<file path="config.mk">
export PLATFORM = sky130hd
export DESIGN_NAME = hnc_ctrl
export DESIGN_NICKNAME = d
export VERILOG_FILES = /design/src/hw/rtl/hnc_pkg.sv /design/src/hw/rtl/hnc_ctrl.sv
export SDC_FILE = /design/constraint.sdc
export NUM_CORES = 1
export LEC_CHECK = 0
export BUFFER_PORTS_ARGS = -buffer_cell sky130_fd_sc_hd__buf_4
export CAP_MARGIN = 20
export CORE_MARGIN = 8
export CORE_UTILIZATION = 57
export CTS_CLUSTER_SIZE = 16
export DETAILED_ROUTE_END_ITERATION = 8
export GPL_TIMING_DRIVEN = 0
export PLACE_DENSITY = 0.95
export SETUP_SLACK_MARGIN = 0.1
export SLEW_MARGIN = 0
export SYNTH_ARGS = -nofsm -noshare
export SYNTH_HDL_FRONTEND = slang
export SYNTH_SLANG_ARGS = --single-unit
</file>
<file path="constraint.sdc">
create_clock -name clk -period 3.9 [get_ports clk]
set_clock_uncertainty 0.15 [all_clocks]
set_input_delay 0.585 -clock clk [delete_from_list [all_inputs] [get_ports clk]]
set_output_delay 0.585 -clock clk [all_outputs]
set_load 0.03 [all_outputs]
</file>
<file path="src/hw/rtl/hnc_pkg.sv">
// Shared types and constants for the Hamming nearest-centroid core.
// Used by hnc_ctrl, hnc_datapath and hamming_nearest_centroid_core.
package hnc_pkg;

  localparam int MAX_CELLS_DEF  = 256;
  localparam int DIM_WORDS_DEF  = 4;

  // Fixed field widths of the streaming payload
  localparam int CELL_REQ_W     = 8;
  localparam int WORD_INDEX_W   = 2;
  localparam int DATA_W         = 64;
  localparam int NEAREST_W      = 8;
  localparam int DIST_W         = 9;
  localparam int CELLS_CFG_W    = 9;
  localparam int LEN_W          = 6;
  localparam int CFG_DATA_W     = 9;
  localparam int BYTES_PER_WORD = 8;

  // Widest internal indexes over the parameter ranges
  localparam int CELL_IDX_MAX_W = 12;
  localparam int WORD_IDX_MAX_W = 6;

  localparam logic ACT_CENTROID = 1'b0;
  localparam logic ACT_QUERY    = 1'b1;

  localparam logic REG_CELLS_IN_USE = 1'b0;
  localparam logic REG_DIM_BYTES    = 1'b1;

  typedef struct packed {
    logic                      wr_cent;
    logic                      wr_query;
    logic                      rd_valid;
    logic [CELL_IDX_MAX_W-1:0] rd_cell;
    logic [WORD_IDX_MAX_W-1:0] rd_word;
    logic [BYTES_PER_WORD-1:0] byte_en;
    logic                      first_word;
    logic                      last_word;
    logic                      first_cell;
    logic                      final_rd;
    logic                      load_out;
  } hnc_cmd_t;

  typedef struct packed {
    logic search_done;
  } hnc_status_t;

endpackage

</file>
<file path="src/hw/rtl/hnc_ctrl.sv">
// Controller: input handshake, configuration registers, search sequencer, output valid.
// Depends on hnc_pkg; commands hnc_datapath through hnc_cmd_t.
module hnc_ctrl import hnc_pkg::*; #(
  parameter int MAX_CELLS = MAX_CELLS_DEF,
  parameter int DIM_WORDS = DIM_WORDS_DEF
) (
  input  logic                    clk,
  input  logic                    rst,
  input  logic                    cfg_we,
  input  logic                    cfg_index,
  input  logic [CFG_DATA_W-1:0]   cfg_data,
  input  logic                    s_tvalid,
  output logic                    s_tready,
  input  logic                    s_tuser,
  input  logic                    s_tlast,
  input  logic [CELL_REQ_W-1:0]   cell_req,
  input  logic [WORD_INDEX_W-1:0] word_index,
  output logic                    m_tvalid,
  input  logic                    m_tready,
  input  hnc_status_t             status,
  output hnc_cmd_t                cmd
);

  localparam int CELL_W = (MAX_CELLS > 1) ? $clog2(MAX_CELLS) : 1;
  localparam int WORD_W = (DIM_WORDS > 1) ? $clog2(DIM_WORDS) : 1;
  localparam int LEN_CAP = (DIM_WORDS * BYTES_PER_WORD > 63) ? 63 : DIM_WORDS * BYTES_PER_WORD;
  localparam logic [12:0] MaxCells13 = 13'(MAX_CELLS);
  localparam logic [6:0]  DimWords7  = 7'(DIM_WORDS);

  typedef enum logic [1:0] {IDLE, RUN, DRAIN, RESULT} state_t;

  state_t                 state;
  logic [CELLS_CFG_W-1:0] cells_in_use;
  logic [LEN_W-1:0]       dim_bytes;
  logic [CELL_W-1:0]      cur_cell;
  logic [WORD_W-1:0]      word;
  logic [CELL_W-1:0]      last_cell;
  logic [6:0]             last_word;
  logic [LEN_W-1:0]       len;

  logic        accept;
  logic        start;
  logic [12:0] cells13;
  logic [CELL_W-1:0] last_cell_next;
  logic [LEN_W-1:0]  len_next;
  logic [6:0]  nwords;
  logic        word_end;
  logic        cell_end;
  logic        out_free;

  assign s_tready = (state == IDLE);
  assign accept   = s_tvalid && s_tready;
  assign start    = accept && (s_tuser == ACT_QUERY) && s_tlast;
  assign out_free = !m_tvalid || m_tready;

  always_comb begin
    cells13 = 13'(cells_in_use);
    if (cells13 == 13'd0) begin
      cells13 = 13'd1;
    end else if (cells13 > MaxCells13) begin
      cells13 = MaxCells13;
    end
    last_cell_next = CELL_W'(cells13 - 13'd1);
    len_next = (dim_bytes > LEN_W'(LEN_CAP)) ? LEN_W'(LEN_CAP) : dim_bytes;
    // Only words holding unmasked bytes are walked; zero length still walks one.
    nwords = (7'(len_next) + 7'd7) >> 3;
    if (nwords == 7'd0) begin
      nwords = 7'd1;
    end
  end

  assign word_end = (7'(word) == last_word);
  assign cell_end = (cur_cell == last_cell);

  always_comb begin
    cmd = '0;
    cmd.wr_cent  = accept && (s_tuser == ACT_CENTROID)
                   && (13'(cell_req) < MaxCells13) && (7'(word_index) < DimWords7);
    cmd.wr_query = accept && (s_tuser == ACT_QUERY) && (7'(word_index) < DimWords7);
    cmd.rd_valid   = (state == RUN);
    cmd.rd_cell    = CELL_IDX_MAX_W'(cur_cell);
    cmd.rd_word    = WORD_IDX_MAX_W'(word);
    cmd.first_word = (word == '0);
    cmd.last_word  = word_end;
    cmd.first_cell = (cur_cell == '0);
    cmd.final_rd   = word_end && cell_end;
    cmd.load_out   = (state == RESULT) && out_free;
    for (int b = 0; b < BYTES_PER_WORD; b++) begin
      cmd.byte_en[b] = (9'({word, 3'(b)}) < 9'(len));
    end
  end

  always_ff @(posedge clk) begin
    if (rst) begin
      state        <= IDLE;
      cells_in_use <= CELLS_CFG_W'(1);
      dim_bytes    <= LEN_W'(32);
      cur_cell     <= '0;
      word         <= '0;
      last_cell    <= '0;
      last_word    <= '0;
      len          <= '0;
      m_tvalid     <= 1'b0;
    end else begin
      if (cfg_we) begin
        unique case (cfg_index)
          REG_CELLS_IN_USE: cells_in_use <= cfg_data;
          REG_DIM_BYTES:    dim_bytes    <= cfg_data[LEN_W-1:0];
          default:          ;
        endcase
      end

      if (cmd.load_out) begin
        m_tvalid <= 1'b1;
      end else if (m_tready) begin
        m_tvalid <= 1'b0;
      end

      unique case (state)
        IDLE: begin
          if (start) begin
            cur_cell  <= '0;
            word      <= '0;
            last_cell <= last_cell_next;
            last_word <= nwords - 7'd1;
            len       <= len_next;
            state     <= RUN;
          end
        end
        RUN: begin
          if (word_end) begin
            word <= '0;
            if (cell_end) begin
              state <= DRAIN;
            end else begin
              cur_cell <= cur_cell + 1'b1;
            end
          end else begin
            word <= word + 1'b1;
          end
        end
        DRAIN: begin
          if (status.search_done) begin
            state <= RESULT;
          end
        end
        RESULT: begin
          if (out_free) begin
            state <= IDLE;
          end
        end
        default: state <= IDLE;
      endcase
    end
  end

endmodule

</file>
==> impl_metrics.json, run 1 <==
{
  "drc_errors": 0,
  "drt-pass1-iter-count": 4,
  "hold_path_depth": 2,
  "multi_input_area_sq_mm": 0.00146,
  "arrival_ps": 2020,
  "clkSinkCount": 47,
  "drive_above_1_share_pct": 17.5,
  "nNetsFinal": 417,
  "power.internal_uw": 782,
  "h-tree-depth": 2,
  "ant_nets": 0,
  "swShare_pct": 36.2,
  "grt_usage_pct": 17.2,
  "ios": 64,
  "whs_endpoint": "len[0]$_SDFFE_PP0P_",
  "layout_commonest_cell": "buf_4",
  "min_from": "len[0]$_SDFFE_PP0P_",
  "coreArea_sq_mm": 0.00435,
  "cp-start-kind": "register",
  "fp-row-count": 24,
  "async_reset_ff_share_pct": 0,
  "grt_pass1_wl_microns": 10300,
  "rr_startpoint": "state[0]$_SDFFE_PP0P_",
  "fin_crit_sh_pct": 70.5,
  "final_util_pct": 70.5,
  "grt.overflow.total": 0,
  "met1_length_microns": 2670,
  "min_path_type": "reg -> reg",
  "io_buffers": 42,
  "cts_tree": "built",
  "die_height_microns": 83.2,
  "cap_violations": 0,
  "wire_per_inst_microns": 14.4,
  "dp_slack_ps": 1400,
  "fillers": 341,
  "crit_path_start": "cur_cell[0]$_SDFFE_PP0P_",
  "yosys-top-cells-area": "dfxtp_1, a21oi_1, nand2_1, ha_1, xor2_1",
  "synth_edf_count": 0,
  "syn_inst": 321,
  "grt_antenna_before_repair": 0,
  "vias": 2379,
  "final_cell_mix": "buf_4, dfxtp_1, nand2_1",
  "rsz0062_at_grt": "no",
  "wl_met2_microns": 3100,
  "outcome": "completed",
  "maxSlewHeadroom_pct": 50.6,
  "met3_length_microns": 327,
  "worst_slew_pin_slew_ps": 738,
  "cts_root_buf": "clkbuf_8",
  "finalSetupTns_ps": 0,
  "register_area_sq_um": 941,
  "top_layer": "met4",
  "p_switching_uw": 443,
  "grt_pass1_vias": 2361,
  "clk_pin_slew_ps": 90,
  "avgSynthCellArea_sq_um": 8.01,
  "yosysTopAreaCell": "dfxtp_1",
  "cts_buffer_depth": 2,
  "power_density_mw_per_mm2": 399,
  "avgViaCountPerCell": 5.53,
  "ys_types": 46,
  "critical_path.endpoint_type": "output port",
  "combPwrFrac_pct": 31.7,
  "setup_viol": 0,
  "die_w_microns": 83.2,
  "drtIter0Drc": 122,
  "grt_start_max_net_pins": 17,
  "synth_area_sq_mm": 0.00257,
  "gp_congestion": 0.871,
  "ys_ff_latch": 47,
  "drv_slew": 0,
  "r2r_end": "cur_cell[2]$_SDFFE_PP0P_",
  "synth_top_area_share_pct": 36.6,
  "dp.final_hpwl_microns": 4600,
  "yosysSeqAreaShare_pct": 36.6,
  "ctsResizeCount": 0,
  "crit_fanout": 6,
  "antenna_cells": 0,
  "leakagePower_uw": 0.00134,
  "start_util_pct": 59.1,
  "postCtsSetupBuffers": 0,
  "wl_microns": 6210,
  "synthFlopType": "dfxtp_1",
  "cts_hold_repair.buffers": 0,
  "clk_latency_ps": 310,
  "finalWorstSetupSlack_ps": 1150,
  "yosys_warnings": 0,
  "final-hold-violation-count": 0,
  "period_minus_slack_ps": 2750,
  "ir_worst_vdd_v": 0.000288,
  "power_frac_seq_pct": 43.3,
  "p_clk_share_pct": 25.0,
  "rr_worst_depth": 8,
  "path_class": "reg -> out",
  "reg2reg_setup_slack_ps": 1270,
  "layout-area-overhead-vs-synth_pct": 19.5,
  "fmax_mhz": 363,
  "die-area_sq_mm": 0.00692,
  "required_ps": 3160,
  "cts_buffers": 5
}
## kinds of logic (layout without fill, tap and decap cells)
group | count (synthesis) | count (layout) | synth area share [%]
AO/OA/AOI/OAI | 67 | 67 | 16.4
multiplexers | 5 | 5 | 1.95
other | 1 | 8 | 0.146
flip-flops | 47 | 47 | 36.6
AND/OR/NAND/NOR | 135 | 135 | 27.0
buffers and inverters | 41 | 91 | 7.64
XOR/XNOR | 13 | 13 | 4.43
adder cells (fa/ha/maj) | 12 | 12 | 5.84
## state kept, by name (all words and copies together), names as in the netlist
name	count
cells_in_use	9
cur_cell	8
len	6
state	2
word	2
dim_bytes	6
last_word	5
m_tvalid	1
last_cell	8
## final cells by class
| class | count | area share, % |
|---|---|---|
| multi-input combinational | 240 | 47.5 |
| sequential | 47 | 30.6 |
| timing repair buffer | 42 | 10.3 |
| buffer | 25 | 4.44 |
| clock buffer | 5 | 2.24 |
| tap | 52 | 2.12 |
| inverter | 16 | 1.96 |
| clock inverter | 3 | 0.815 |
## per-stage QoR
step	total power [uW]	cells	cell area, sq um	hold WS (ps)
2_1_floorplan	810	328	2600	278
6_report	1230	430	3070	333
3_5_place_dp	923	422	2980	298
5_1_grt	1270	430	3070	336
3_3_place_gp	911	422	2980	284
4_1_cts	1230	430	3070	324
## critical path: stages, from the launching register on
cell,delay [ps]
dfxtp_1,380
inv_1,140
ha_1,190
or4b_2,600
nor4_1,200
buf_4,210
## cell usage after synthesis, types with 9 or more instances
cell type	instances
clkbuf_1	14
nand2_1	43
a21oi_1	38
inv_1	16
dfxtp_1	47
nand2b_1	12
xor2_1	11
buf_4	9
nand3_1	11
nor2_1	24
ha_1	12
## power by group through the flow
stage / logic [uW] / registers (uW) / clock network [uW]
2_1_floorplan: 272 / 538 / 0
3_3_place_gp: 372 / 539 / 0
3_5_place_dp: 382 / 541 / 0
4_1_cts: 388 / 530 / 309
5_1_grt: 421 / 534 / 318
6_report: 389 / 531 / 306
## routing by layer
metal / vias to the layer above / global-route usage, %
met5: - / 0
met1: 1100 / 18.1
met4: 0 / 7.83
met3: 13 / 4.59
li1: 1200 / -
met2: 66 / 31.1
## worst max path at each step
stage                               end  depth (start not counted)
3_5_place_dp   cur_cell[5]$_SDFFE_PP0P_                          8
4_1_cts                          cmd[2]                          5
5_1_grt                          cmd[2]                          5
3_3_place_gp   cur_cell[2]$_SDFFE_PP0P_                          8
2_1_floorplan                    cmd[2]                          4
6_report                         cmd[2]                          5
Note: power is estimated with default switching activity, not from simulation.
==> run 2, diff against run 1 <==
CORE_UTILIZATION = 53   (was 57)
PLACE_DENSITY = 0.92   (was 0.95)
clock period = 2.6 ns   (was 3.9 ns; I/O delays follow)
==> run 2 against run 1 <==
  * Power grew 51%
  * Wire length shrank 4.1%
  * Hold slack lost 150 ps
  * Global-route usage down 0.69 points
  * Register-to-register slack worse by 1100 ps
  * Largest cell class unchanged
  * Combinational power rose by 49%
  * Via count fell by 0.67%
  * Sequential share of layout area down 0.24 points
  * Utilization fell by 4.1 points
  * Final area up 1.5%
  * Largest power group unchanged
  * Cell count grew 0.70%
==> impl_metrics.json, run 2 (synthesized netlist as in run 1, its figures left out) <==
{
  "drv_slew": 0,
  "drt-pass1-iter-count": 4,
  "cts_buffers": 5,
  "arrival_ps": 1890,
  "path_class": "reg -> out",
  "cts_buffer_depth": 2,
  "clk_pin_slew_ps": 80,
  "cp_slowest_cell": "or4b_2",
  "worst_slew_pin_slew_ps": 736,
  "period_minus_slack_ps": 2430,
  "io_buffers": 42,
  "largest_registers": "cells_in_use (9), cur_cell (8), last_cell (8)",
  "ir_worst_vdd_v": 0.000372,
  "drive_above_1_share_pct": 20.1,
  "min_from": "cfg_data[0]",
  "final-hold-violation-count": 0,
  "clkSinkCount": 47,
  "critical_path.max_stage_delay_ps": 600,
  "drtIter0Drc": 72,
  "final_cell_mix": "buf_4, nand2_1, dfxtp_1",
  "fin_cells": 433,
  "cts_tree": "built",
  "layout_commonest_cell": "buf_4",
  "wl_microns": 5960,
  "clk_latency_ps": 300,
  "layout-area-overhead-vs-synth_pct": 21.2,
  "maxSlewHeadroom_pct": 50.5,
  "avgViaCountPerCell": 5.46,
  "die-area_sq_mm": 0.00734,
  "ant_nets": 0,
  "finalSetupTns_ps": 0,
  "wire_per_inst_microns": 13.8,
  "grt_start_max_net_pins": 14,
  "die_height_microns": 85.7,
  "dp_cells": 424,
  "start_util_pct": 54.8,
  "cts_hold_repair.buffers": 0,
  "power_density_mw_per_mm2": 594,
  "nNetsFinal": 418,
  "ios": 64,
  "rsz0062_at_grt": "yes",
  "gp_congestion": 0.831,
  "crit_path_start": "cur_cell[1]$_SDFFE_PP0P_",
  "rr_startpoint": "state[0]$_SDFFE_PP0P_",
  "vias": 2363,
  "regMostFlops": "cells_in_use",
  "fmax_mhz": 412,
  "critical_path.endpoint_type": "output port",
  "grt_pass1_vias": 2256,
  "leakagePower_uw": 0.00137,
  "outcome": "completed",
  "largest_reg_flops": 9,
  "grt.overflow.total": 0,
  "h-tree-depth": 2,
  "cp-start-kind": "register",
  "setup_viol": 0,
  "dp.final_hpwl_microns": 4610,
  "cap_violations": 0,
  "fp-row-count": 25,
  "worstPathCellList": "inv_1, ha_1, or4b_2, nor4_2, buf_4",
  "fin_crit_sh_pct": 93.3,
  "min_path_type": "in -> reg",
  "grt_usage_pct": 16.5,
  "antenna_cells": 0,
  "crit_fanout": 6,
  "coreArea_sq_mm": 0.00469,
  "required_ps": 2060,
  "drc_errors": 0,
  "fillers": 406,
  "grt_pass1_wl_microns": 10000,
  "cts_root_buf": "clkbuf_8",
  "grt_antenna_before_repair": 0,
  "die_w_microns": 85.7
}
==> run 2: per-layer routing <==
layer	track usage, %	wire (microns)	share of wire [%]
met5	0	0	0
met4	6.53	79	1.3
met3	5.16	339	5.7
met2	29.0	2920	49
met1	18.1	2610	44
==> run 2: power by group <==
part | internal, uW | switching (uW) | leakage, uW | total (uW)
combinational | 225 | 355 | 0.000931 | 580
clock | 243 | 232 | 0.0000515 | 475
sequential | 760 | 36.6 | 0.000385 | 796
==> run 2: path summary, 6_finish.rpt <==
check	to	slack (ps)	cells after the start
setup / recovery	cmd[2]	170	5
hold / removal	cells_in_use[0]$_SDFFE_PP1P_	180	3
setup reg to reg	cur_cell[4]$_SDFFE_PP0P_	220	8
hold reg to reg	last_word[5]$_SDFFE_PP0P_	310	2
==> run 2: timing repair <==
item,4_1_cts,5_1_grt
gates resized for setup,1,9
hold endpoints to repair,0,0
pin swaps,1,0
setup endpoints to repair,5,9
setup buffers,1,0
==> run 2: stage by stage <==
stage | hold WS [ps] | instance area, sq um | util (%) | total power, uW | worst slack [ps]
2_1_floorplan | 278 | 2600 | - | 1220 | 147
3_3_place_gp | 284 | 2990 | 63.7 | 1370 | 160
3_5_place_dp | 298 | 2990 | 63.7 | 1380 | 117
4_1_cts | 168 | 3100 | 66.0 | 1860 | 106
5_1_grt | 180 | 3120 | 66.4 | 1950 | 43.8
6_report | 178 | 3120 | 66.4 | 1850 | 174
==> run 2: cell type report <==
| class | count | area, sq um | area share, % |
|---|---|---|---|
| Clock buffer | 8 | 100 | 3.21 |
| Tap cell | 54 | 67.6 | 2.17 |
| Inverter | 16 | 60.1 | 1.93 |
| Sequential cell | 47 | 947 | 30.4 |
| Multi-Input combinational cell | 240 | 1480 | 47.6 |
| Buffer | 25 | 136 | 4.38 |
| Timing Repair Buffer | 43 | 323 | 10.4 |
==> run 2: worst max-delay path, delay by kind of cell, from the launching register on <==
| family | cells | cell delay, ps |
|---|---|---|
| buf+inv | 2 | 310 |
| flops | 1 | 360 |
| fa+ha+maj | 1 | 170 |
| simple gates | 2 | 750 |
